--- src/bvbq_pkg.sv ---
// shared constants and types for the battery voltage burst qualifier
package bvbq_pkg;

  localparam int unsigned SAMPLES_PER_BURST = 16;
  localparam int unsigned ADC_FULL_SCALE    = 4095;
  localparam int unsigned BURSTS            = 3;

  localparam int ADC_W   = 12;
  localparam int VREF_W  = 13;
  localparam int SCALE_W = 12;
  localparam int MV_W    = 16;
  localparam int FAULT_W = 2;

  localparam int SUM_W  = $clog2(SAMPLES_PER_BURST * (2 ** ADC_W - 1) + 1);
  localparam int SCNT_W = (SAMPLES_PER_BURST > 1) ? $clog2(SAMPLES_PER_BURST) : 1;
  localparam int BIDX_W = $clog2(BURSTS);

  // divisor of the millivolt conversion and its half for round half up
  localparam int unsigned DEN      = SAMPLES_PER_BURST * ADC_FULL_SCALE * 256;
  localparam int unsigned HALF_DEN = DEN / 2;
  localparam int REM_W = $clog2(DEN);
  localparam int M1_W  = SUM_W + VREF_W;
  localparam int NUM_W = SUM_W + VREF_W + SCALE_W + 1;
  localparam int CNT_W = $clog2(NUM_W);

  localparam int CFG_IDX_W  = 3;
  localparam int CFG_DATA_W = 16;

  localparam logic [CFG_IDX_W-1:0] REG_VREF   = 3'd0;
  localparam logic [CFG_IDX_W-1:0] REG_SCALE  = 3'd1;
  localparam logic [CFG_IDX_W-1:0] REG_MIN    = 3'd2;
  localparam logic [CFG_IDX_W-1:0] REG_MAX    = 3'd3;
  localparam logic [CFG_IDX_W-1:0] REG_SPREAD = 3'd4;

  localparam logic [FAULT_W-1:0] FAULT_OK     = 2'd0;
  localparam logic [FAULT_W-1:0] FAULT_RANGE  = 2'd1;
  localparam logic [FAULT_W-1:0] FAULT_SPREAD = 2'd2;

  typedef enum logic [3:0] {
    S_ACC  = 4'b0001,
    S_CONV = 4'b0010,
    S_SORT = 4'b0100,
    S_EVAL = 4'b1000
  } top_state_t;

  typedef enum logic [4:0] {
    C_IDLE = 5'b00001,
    C_MUL1 = 5'b00010,
    C_MUL2 = 5'b00100,
    C_RND  = 5'b01000,
    C_DIV  = 5'b10000
  } conv_state_t;

endpackage

--- src/battery_voltage_burst_qualifier.sv ---
// top level of the battery voltage burst qualifier
// Usage: 12-bit ADC samples enter on the in_ channel (valid/stall); one
// qualified reading leaves on the out_ channel (valid/stall) after every
// three bursts of 16 samples. Registers are written over the cfg_ channel
// (valid/ready, always ready); the user must write them only while the
// block is idle, which the block itself does not enforce.
// Throughput: 16 samples are taken back to back, one per cycle. After the
// 16th sample the input stalls while the burst sum is converted to
// millivolts by the bit-serial converter: a start step, 13 multiply steps
// over the reference bits, 12 over the scale bits, one rounding add, 42
// restoring divide steps and a step to hand back the value. After the
// third burst the three values are sorted into registers, then the limits
// are checked as the result is loaded into the output register.
// The result sits in an output register; sampling for the next burst goes
// on while it waits. If the receiver still stalls when the next result is
// ready, the block holds in the evaluate step and stalls its input.
// Reset (synchronous, active low) restores the register defaults, empties
// the accumulator and restarts the three-burst cycle with no result pending.
module battery_voltage_burst_qualifier (
  input  logic                            clk,
  input  logic                            rst_n,
  input  logic                            in_valid,
  output logic                            in_stall,
  input  logic [bvbq_pkg::ADC_W-1:0]      in_adc_sample,
  output logic                            out_valid,
  input  logic                            out_stall,
  output logic [bvbq_pkg::MV_W-1:0]       out_battery_mv,
  output logic                            out_reading_valid,
  output logic [bvbq_pkg::FAULT_W-1:0]    out_fault_code,
  input  logic                            cfg_valid,
  output logic                            cfg_ready,
  input  logic [bvbq_pkg::CFG_IDX_W-1:0]  cfg_index,
  input  logic [bvbq_pkg::CFG_DATA_W-1:0] cfg_data
);
  import bvbq_pkg::*;

  top_state_t          state_r, state_nxt;
  logic [SUM_W-1:0]    sum_r, sum_nxt;
  logic [SCNT_W-1:0]   scnt_r, scnt_nxt;
  logic [BIDX_W-1:0]   bidx_r, bidx_nxt;
  logic                start_r, start_nxt;
  logic [MV_W-1:0]     burst_mv_r [BURSTS];

  logic [VREF_W-1:0]   vref_r;
  logic [SCALE_W-1:0]  scale_r;
  logic [MV_W-1:0]     min_r, max_r, spread_r;

  logic [MV_W-1:0]     lo_r, hi_r, med_r;
  logic [MV_W-1:0]     mn, mx, t, lo_c, hi_c, med_c;
  logic                ab, ac, bc;

  logic                out_valid_r;
  logic [MV_W-1:0]     out_mv_r;
  logic                out_rv_r;
  logic [FAULT_W-1:0]  out_fault_r;
  logic                out_free, out_load, in_xfer;

  logic                conv_done;
  logic [MV_W-1:0]     conv_mv;

  bvbq_conv u_conv (
    .clk      (clk),
    .rst_n    (rst_n),
    .start    (start_r),
    .sum      (sum_r),
    .vref_mv  (vref_r),
    .scale_q8 (scale_r),
    .done     (conv_done),
    .mv       (conv_mv)
  );

  assign in_stall = (state_r != S_ACC);
  assign in_xfer  = in_valid && !in_stall;
  assign out_free = !out_valid_r || !out_stall;
  assign out_load = (state_r == S_EVAL) && out_free;
  assign cfg_ready = 1'b1;

  // configuration registers
  always_ff @(posedge clk) begin
    if (!rst_n) begin
      vref_r   <= VREF_W'(3300);
      scale_r  <= SCALE_W'(512);
      min_r    <= MV_W'(2000);
      max_r    <= MV_W'(5500);
      spread_r <= MV_W'(150);
    end else if (cfg_valid && cfg_ready) begin
      case (cfg_index)
        REG_VREF:   vref_r   <= cfg_data[VREF_W-1:0];
        REG_SCALE:  scale_r  <= cfg_data[SCALE_W-1:0];
        REG_MIN:    min_r    <= cfg_data[MV_W-1:0];
        REG_MAX:    max_r    <= cfg_data[MV_W-1:0];
        REG_SPREAD: spread_r <= cfg_data[MV_W-1:0];
        default: begin
        end
      endcase
    end
  end

  // sort of the three burst values, median = max(min(a,b), min(max(a,b),c))
  always_comb begin
    ab    = burst_mv_r[0] < burst_mv_r[1];
    ac    = burst_mv_r[0] < burst_mv_r[2];
    bc    = burst_mv_r[1] < burst_mv_r[2];
    lo_c  = (ab && ac) ? burst_mv_r[0] : (bc ? burst_mv_r[1] : burst_mv_r[2]);
    hi_c  = (!ab && !ac) ? burst_mv_r[0] : (!bc ? burst_mv_r[1] : burst_mv_r[2]);
    mn    = ab ? burst_mv_r[0] : burst_mv_r[1];
    mx    = ab ? burst_mv_r[1] : burst_mv_r[0];
    t     = (mx < burst_mv_r[2]) ? mx : burst_mv_r[2];
    med_c = (mn > t) ? mn : t;
  end

  always_comb begin
    state_nxt = state_r;
    sum_nxt   = sum_r;
    scnt_nxt  = scnt_r;
    bidx_nxt  = bidx_r;
    start_nxt = 1'b0;
    case (state_r)
      S_ACC: begin
        if (in_xfer) begin
          sum_nxt  = sum_r + SUM_W'(in_adc_sample);
          scnt_nxt = scnt_r + 1'b1;
          if (scnt_r == SCNT_W'(SAMPLES_PER_BURST - 1)) begin
            scnt_nxt  = '0;
            start_nxt = 1'b1;
            state_nxt = S_CONV;
          end
        end
      end
      S_CONV: begin
        if (conv_done) begin
          sum_nxt = '0;
          if (bidx_r == BIDX_W'(BURSTS - 1)) begin
            bidx_nxt  = '0;
            state_nxt = S_SORT;
          end else begin
            bidx_nxt  = bidx_r + 1'b1;
            state_nxt = S_ACC;
          end
        end
      end
      S_SORT: begin
        state_nxt = S_EVAL;
      end
      S_EVAL: begin
        if (out_free) begin
          state_nxt = S_ACC;
        end
      end
      default: begin
        state_nxt = S_ACC;
      end
    endcase
  end

  always_ff @(posedge clk) begin
    if (!rst_n) begin
      state_r     <= S_ACC;
      sum_r       <= '0;
      scnt_r      <= '0;
      bidx_r      <= '0;
      start_r     <= 1'b0;
      out_valid_r <= 1'b0;
    end else begin
      state_r <= state_nxt;
      sum_r   <= sum_nxt;
      scnt_r  <= scnt_nxt;
      bidx_r  <= bidx_nxt;
      start_r <= start_nxt;
      if (out_load) begin
        out_valid_r <= 1'b1;
      end else if (!out_stall) begin
        out_valid_r <= 1'b0;
      end
    end
  end

  always_ff @(posedge clk) begin
    if ((state_r == S_CONV) && conv_done) begin
      burst_mv_r[bidx_r] <= conv_mv;
    end
    if (state_r == S_SORT) begin
      lo_r  <= lo_c;
      hi_r  <= hi_c;
      med_r <= med_c;
    end
    if (out_load) begin
      // range check wins over the spread check
      if ((med_r < min_r) || (med_r > max_r)) begin
        out_mv_r    <= '0;
        out_rv_r    <= 1'b0;
        out_fault_r <= FAULT_RANGE;
      end else if ((hi_r - lo_r) > spread_r) begin
        out_mv_r    <= '0;
        out_rv_r    <= 1'b0;
        out_fault_r <= FAULT_SPREAD;
      end else begin
        out_mv_r    <= med_r;
        out_rv_r    <= 1'b1;
        out_fault_r <= FAULT_OK;
      end
    end
  end

  assign out_valid         = out_valid_r;
  assign out_battery_mv    = out_mv_r;
  assign out_reading_valid = out_rv_r;
  assign out_fault_code    = out_fault_r;

`ifndef SYNTH
  a_result_from_eval: assert property (@(posedge clk) disable iff (!rst_n)
    $rose(out_valid_r) |-> $past(state_r == S_EVAL))
    else $error("result appeared without an evaluate step");

  a_valid_flag_matches_fault: assert property (@(posedge clk) disable iff (!rst_n)
    out_valid_r |-> (out_rv_r == (out_fault_r == FAULT_OK)))
    else $error("reading valid flag disagrees with fault code");

  a_invalid_reads_zero: assert property (@(posedge clk) disable iff (!rst_n)
    (out_valid_r && !out_rv_r) |-> (out_mv_r == '0))
    else $error("invalid reading carries nonzero millivolts");

  a_done_only_converting: assert property (@(posedge clk) disable iff (!rst_n)
    conv_done |-> (state_r == S_CONV))
    else $error("converter finished outside the convert state");
`endif

endmodule

--- src/bvbq_conv.sv ---
// bit-serial burst sum to millivolt converter: shift-add multiplies and restoring divide
module bvbq_conv (
  input  logic                         clk,
  input  logic                         rst_n,
  input  logic                         start,
  input  logic [bvbq_pkg::SUM_W-1:0]   sum,
  input  logic [bvbq_pkg::VREF_W-1:0]  vref_mv,
  input  logic [bvbq_pkg::SCALE_W-1:0] scale_q8,
  output logic                         done,
  output logic [bvbq_pkg::MV_W-1:0]    mv
);
  import bvbq_pkg::*;

  conv_state_t          state_r, state_nxt;
  logic [CNT_W-1:0]     cnt_r, cnt_nxt;
  logic [VREF_W-1:0]    vsh_r, vsh_nxt;
  logic [SCALE_W-1:0]   ssh_r, ssh_nxt;
  logic [M1_W-1:0]      m1_r, m1_nxt;
  logic [NUM_W-1:0]     num_r, num_nxt;
  logic [REM_W-1:0]     rem_r, rem_nxt;
  logic [MV_W-1:0]      q_r, q_nxt;
  logic                 ovf_r, ovf_nxt;
  logic                 done_r, done_nxt;
  logic [REM_W:0]       rem_sh;
  logic                 rem_ge;

  // one quotient bit per cycle
  assign rem_sh = {rem_r, num_r[NUM_W-1]};
  assign rem_ge = rem_sh >= (REM_W + 1)'(DEN);

  always_comb begin
    state_nxt = state_r;
    cnt_nxt   = cnt_r;
    vsh_nxt   = vsh_r;
    ssh_nxt   = ssh_r;
    m1_nxt    = m1_r;
    num_nxt   = num_r;
    rem_nxt   = rem_r;
    q_nxt     = q_r;
    ovf_nxt   = ovf_r;
    done_nxt  = 1'b0;
    case (state_r)
      C_IDLE: begin
        if (start) begin
          vsh_nxt   = vref_mv;
          ssh_nxt   = scale_q8;
          m1_nxt    = '0;
          num_nxt   = '0;
          rem_nxt   = '0;
          q_nxt     = '0;
          ovf_nxt   = 1'b0;
          cnt_nxt   = CNT_W'(VREF_W - 1);
          state_nxt = C_MUL1;
        end
      end
      C_MUL1: begin
        m1_nxt  = {m1_r[M1_W-2:0], 1'b0} + (vsh_r[VREF_W-1] ? M1_W'(sum) : '0);
        vsh_nxt = {vsh_r[VREF_W-2:0], 1'b0};
        cnt_nxt = cnt_r - 1'b1;
        if (cnt_r == '0) begin
          cnt_nxt   = CNT_W'(SCALE_W - 1);
          state_nxt = C_MUL2;
        end
      end
      C_MUL2: begin
        num_nxt = {num_r[NUM_W-2:0], 1'b0} + (ssh_r[SCALE_W-1] ? NUM_W'(m1_r) : '0);
        ssh_nxt = {ssh_r[SCALE_W-2:0], 1'b0};
        cnt_nxt = cnt_r - 1'b1;
        if (cnt_r == '0) begin
          state_nxt = C_RND;
        end
      end
      C_RND: begin
        num_nxt   = num_r + NUM_W'(HALF_DEN);
        cnt_nxt   = CNT_W'(NUM_W - 1);
        state_nxt = C_DIV;
      end
      C_DIV: begin
        rem_nxt = rem_ge ? REM_W'(rem_sh - (REM_W + 1)'(DEN)) : rem_sh[REM_W-1:0];
        num_nxt = {num_r[NUM_W-2:0], 1'b0};
        q_nxt   = {q_r[MV_W-2:0], rem_ge};
        // any bit pushed out of the top saturates the result
        ovf_nxt = ovf_r | q_r[MV_W-1];
        cnt_nxt = cnt_r - 1'b1;
        if (cnt_r == '0) begin
          done_nxt  = 1'b1;
          state_nxt = C_IDLE;
        end
      end
      default: begin
        state_nxt = C_IDLE;
      end
    endcase
  end

  always_ff @(posedge clk) begin
    if (!rst_n) begin
      state_r <= C_IDLE;
      done_r  <= 1'b0;
    end else begin
      state_r <= state_nxt;
      done_r  <= done_nxt;
    end
  end

  always_ff @(posedge clk) begin
    cnt_r <= cnt_nxt;
    vsh_r <= vsh_nxt;
    ssh_r <= ssh_nxt;
    m1_r  <= m1_nxt;
    num_r <= num_nxt;
    rem_r <= rem_nxt;
    q_r   <= q_nxt;
    ovf_r <= ovf_nxt;
  end

  assign done = done_r;
  assign mv   = ovf_r ? {MV_W{1'b1}} : q_r;

endmodule
--- config.mk ---
export PLATFORM = sky130hd
export DESIGN_NAME = battery_voltage_burst_qualifier
export DESIGN_NICKNAME = d
export VERILOG_FILES = /design/src/bvbq_pkg.sv /design/src/battery_voltage_burst_qualifier.sv /design/src/bvbq_conv.sv
export SDC_FILE = /design/constraint.sdc
export NUM_CORES = 1
export LEC_CHECK = 0
export BUFFER_PORTS_ARGS = -buffer_cell sky130_fd_sc_hd__clkbuf_2
export CAP_MARGIN = 10
export CORE_ASPECT_RATIO = 0.6
export CORE_MARGIN = 2
export CORE_UTILIZATION = 35
export DETAILED_ROUTE_END_ITERATION = 10
export PLACE_DENSITY_LB_ADDON = 0.15
export SLEW_MARGIN = 20
export SYNTH_ARGS = -nofsm -noshare
export SYNTH_HDL_FRONTEND = slang
export SYNTH_SLANG_ARGS = --single-unit
--- constraint.sdc ---
create_clock -name clk -period 7.67 [get_ports clk]
set_input_delay 1.9175 -clock clk [delete_from_list [all_inputs] [get_ports clk]]
set_output_delay 1.9175 -clock clk [all_outputs]
set_load 0.03 [all_outputs]
=== Yosys cells after proc, flatten, opt, wreduce, memory -nomap -nowiden ===
Memory sizes are Yosys's and may differ from the RTL's.
Cells that the tools add are included.

* Input bits: 36
* Memory bits (writable): 48
* Output and inout port bits: 22
* Logic and storage cells: 164
* Bits in registers: 317
* Memories kept: 1

{| class="wikitable"
|+ Memory list
! memory !! words !! bits a word !! read ports !! clocked after memory_dff !! wr ports !! line !! text
|-
| burst_mv_r || 3 || 16 || 3 || 0 || 1 || battery_voltage_burst_qualifier.sv:42 || <nowiki>logic [MV_W-1:0] burst_mv_r [BURSTS];</nowiki>
|}

* Equality and inequality tests: 25
* Magnitude comparators: 9
* Reductions and logical operators: 39
* $add $sub $neg: 9
* Multiplexer cells: 53
* Bitwise gates (word level): 1

{| class="wikitable"
|+ Operators by type and width
! kind !! number
|-
| 2-to-1 mux 16 bit || 13
|-
| one-hot mux 42 bit (4 select lines) || 1
|-
| less-than comparator 16 bit || 5
|-
| one-hot mux 16 bit (2 select lines) || 2
|-
| 2-to-1 mux 29 bit || 2
|-
| one-hot mux 29 bit (2 select lines) || 1
|-
| greater-than comparator 16 bit || 3
|-
| 2-to-1 mux 24 bit || 2
|-
| one-hot mux 24 bit (2 select lines) || 1
|-
| adder 42 x 23 -> 42 bit, second input constant || 1
|-
| adder 42 bit || 1
|-
| 2-to-1 mux 42 bit || 1
|-
| adder 29 bit || 1
|-
| one-hot mux 13 bit (2 select lines) || 1
|-
| AND reduction 2 bit || 13
|-
| greater-or-equal comparator 25 x 24 -> 1 bit, second input constant || 1
|-
| one-hot mux 5 bit (5 select lines) || 1
|-
| one-hot mux 12 bit (2 select lines) || 1
|-
| one-hot mux 6 bit (4 select lines) || 1
|-
| subtractor 24 bit, second input constant || 1
|-
| 2-to-1 mux 4 bit || 5
|-
| 2-to-1 mux 5 bit || 4
|-
| adder 16 x 12 -> 16 bit || 1
|-
| one-hot mux 4 bit (4 select lines) || 1
|-
| other kinds (38) || 72
|}

=== Depth between registers and ports, before layout ===
An unclocked memory read counts as a cell.

* Depth after elaboration: 7
* Depth in mapped cells: 31
* Mapped depth without buffers: 26

=== Modules after synthesis ===
Synthesis repeated with hierarchy kept, for this count alone.

* Cell total of the unflattened synthesis: 2437
* Area total of the unflattened synthesis: 23207.3 sq um

{| class="wikitable"
|+ By module, submodules not included
! module !! area an instance (sq um) !! sequential area each (sq um) !! cells each !! times used
|-
| battery_voltage_burst_qualifier || 13251.5 || 5475.3 || 1368 || 1
|-
| bvbq_conv || 9955.8 || 4414.2 || 1069 || 1
|}

=== Worst setup path after synthesis ===
No wires, ideal clock.

* Path type: register to register
* Start: memory burst_mv_r[0][1]
* End: register med_r[10] (data pin)
* Setup slack: 1465 ps
* Arrival: 5947 ps
* Data required time: 7412 ps
* Library setup time: 258 ps
* Cell stages (with the launch flop): 28
* Period minus slack after synthesis: 6205 ps
* Path buffers: 5
* Cells stage by stage: edfxtp_1 ha_1 a2111o_1 a311oi_2 a21o_1 buf_6 clkbuf_1 mux2_2 ha_1 o21ai_0 nand2b_1 a21oi_1 or4_1 o21ai_1 buf_6 buf_2 mux2i_1 ha_1 a21o_1 a21o_1 a21oi_1 o21ai_0 o221a_2 o31a_1 nor3_2 buf_2 o21ai_0 o221a_1

{| class="wikitable"
|+ RTL lines
! element !! line !! text
|-
| start, declared || battery_voltage_burst_qualifier.sv:42 ||
|-
| end signal, assigned || battery_voltage_burst_qualifier.sv:185 || <nowiki>med_r <= med_c;</nowiki>
|-
| end, declared || battery_voltage_burst_qualifier.sv:48 || <nowiki>logic [MV_W-1:0] lo_r, hi_r, med_r;</nowiki>
|}

==> flow_summary.yaml <==
sta:
  tightest_slew_ps: 1060
  finalCritPeriodShare_pct: 90.43
  relSlewSlack_pct: 29.04
  fin_worst_skew_ps: 17.99
  setup_viol: 0
  layout_min_cycle_time_ps: 6936
  finalHoldViolCount: 0
  max_freq_ghz: 0.1442
  rsz0062_at_grt: "no"
  setup_tns_ps: 0
  slew_viol_final: 0
  holdWs_ps: 467.5
cells_and_area:
  num_antenna_cells: 0
  design_area_sq_um: 25270
  drive_gt1_share_pct: 8.994
  final_cell_mix: "nand2_1, edfxtp_1, ha_1"
  fin_cells: 3286
  synthToLayoutAreaGrowth_pct: 11.53
  nNetsFinal: 2641
  fillCellCount: 6312
  final_common_cell: "nand2_1"
floorplan:
  dieArea_sq_um: 66840
  row_count: 72
  io_pins: 58
  die_w_um: 332.4
  coreArea_sq_um: 64230
  start_util_pct: 35.27
  chipHeight_um: 201.1
clocking:
  cts_setup_buffers: 0
  cts_tree: "yes"
  hold_buffers: 0
  numCtsBuffers: 40
  path_clk_slew_ps: 60
  clk_path_buf_depth: 3
  clock_latency_ps: 580
  clock-sinks: 365
  root_buffer: "clkbuf_16"
  h-tree-depth: 2
  cts_repair_resize_count: 0
logic_synthesis:
  async_reset_ff_share_pct: 0
  synth_warnings: 0
  synth_area_leaders: "edfxtp_1, ha_1, dfxtp_1"
  synth_top_area_share_pct: 34.20
  syn_avg_cell_area_sq_um: 9.562
  synth-seq-cells: 365
  synth_top_cell_by_area: "edfxtp_1"
  yosys_most_used_dff: "edfxtp_1"
  ys_types: 77
  seq_area_frac_synth_pct: 43.66
  syn_inst: 2369
  synth_edf_count: 258
  syn-cell-area_sq_um: 22650
  synthesis.nets: 2606
setup_path:
  cp.arrival_ps: 7270
  cp_max_fo: 17
  crit_path_start_kind: "register"
  cp-end-kind: "register"
  worstSetupPathType: "register to register"
  required_ps: 8000
global_routing:
  grt_usage_pct: 19.45
  grt_pass1_wl_mm: 101.0
  overflow: 0
  antenna_found_initial: 1
  grt_pass1_vias: 16790
  grt_max_degree: 79
detailed_routing:
  firstDrtPassIters: 5
  routed.top_layer: "met5"
  post_drt_via_cell_ratio: 5.370
  ant_nets: 0
  num_vias: 17650
  wl_met2_mm: 23.44
  wl_met3_mm: 5.280
  drt-total-wl_mm: 65.53
  drt-met1-wl_mm: 35.76
  wire_per_inst_um: 19.94
  drc: 0
  drt-initial-drc-count: 1445
placement:
  place_area_sq_um: 23940
  gp_congestion: 0.8942
  portBuffers: 56
  dp_cells: 3213
  dp_hpwl_mm: 47.25
power:
  p_leak_uw: 0.01052
  ir_drop_v: 0.0001291
  power.density_nw_per_um2: 169.6
worst_hold_path:
  worstHoldPathType: "register to register"
flow_run:
  maxCapViolations: 0
run_status:
  outcome: "finished clean"
==> layer usage <==
metal	up-vias	global-route usage, %
met1	8472	31.72
met3	67	5.043
met4	2	4.351
li1	8602	-
met2	504	24.58
met5	-	0
==> cell families after synthesis <==
group | Yosys count | share of synthesized area [%]
DFF | 365 | 43.66
and+or+nand+nor | 841 | 17.76
buffers and inverters | 229 | 3.927
muxes | 68 | 3.099
xor gates and xnor gates | 106 | 4.098
AOI/OAI and AO/OA | 558 | 16.21
adders and majority gates | 201 | 11.23
other | 1 | 0.01655
==> Yosys cell counts (5+ instances only) <==
master     instances
nor4_1             8
nand3_1           55
ha_1             197
xor2_1            48
o221ai_1           5
o21a_1            14
a21boi_0          54
o221a_2            8
and3_1            29
a21oi_1           92
a22oi_1           15
or2_2             24
o31ai_1            9
o21ai_0          158
nand3b_1           5
o311ai_0           6
a211oi_1          12
nor2b_1           31
nand2b_1          20
nor3_1            32
mux2_2            16
nor2_1           119
a31oi_1           19
or3_1             11
o21bai_1           9
dfxtp_1          107
a2111oi_0          5
nand4_1           26
a21o_1            58
xnor2_1           58
and4_1             5
o21ai_1            7
nand2_1          357
o211ai_1          30
clkbuf_1          82
inv_1            134
o221a_1           10
a31o_2             5
edfxtp_1         258
o22ai_1            7
mux2i_1           51
buf_2              6
and2_1           102
==> layout make-up <==
class | count | area, sq um | area share (%)
timing repair buffer | 88 | 520.5 | 2.060
inverter | 134 | 503.0 | 1.991
tap | 851 | 1065 | 4.214
clock buffer | 47 | 1059 | 4.190
sequential | 365 | 9889 | 39.14
clock inverter | 26 | 260.3 | 1.030
multi-input combinational | 1775 | 11970 | 47.37
==> registers in the layout (all words and copies together) (netlist names), 13 cells and up <==
register and cells:
burst_mv_r 48, u_conv.num_r 42, u_conv.m1_r 29, u_conv.rem_r 24
hi_r 16, lo_r 16, max_r 16, med_r 16
min_r 16, out_battery_mv 16, spread_r 16, sum_r 16
u_conv.q_r 16, u_conv.vsh_r 13, vref_r 13
==> power breakdown <==
group,total (uW),internal [uW],switching [uW]
sequential,2120,2100,13.9
clock,2010,1130,874
combinational,162,66.4,95.5
total,4280,3300,983
==> stage by stage <==
step	utilization [%]	total power (uW)	worst slack, ps
3_3_place_gp	37.25	2315	872.3
4_1_cts	39.32	4343	776.0
5_1_grt	39.34	4433	206.9
2_1_floorplan	-	2267	1465
3_5_place_dp	37.27	2320	803.7
6_report	39.34	4285	733.9
==> worst max-delay path, cell delays in order, from the launching register on <==
cell	delay (ps)
edfxtp_1	460
inv_1	130
ha_1	230
a2111o_1	380
a311oi_2	340
a21o_1	390
buf_4	300
mux2_2	370
ha_1	300
nand4_1	90
or4_1	420
o21ai_2	770
mux2i_1	290
ha_1	270
a21o_1	180
a21o_1	160
a21oi_1	240
o21ai_0	190
o221a_2	290
o31a_1	160
nor3_2	140
a21oi_2	40
buf_4	220
o221a_2	270
==> worst paths after layout <==
kind                                  startpoint  slack, ps         to  depth (start not counted)
worst min-delay path                   vref_r[0]        470  vref_r[0]                          2
worst max register to register  burst_mv_r[1][1]        730   med_r[1]                         23
worst min register to register         vref_r[0]        470  vref_r[0]                          2
worst max-delay path            burst_mv_r[1][1]        730   med_r[1]                         23
Power figures use the tool's default switching activity.
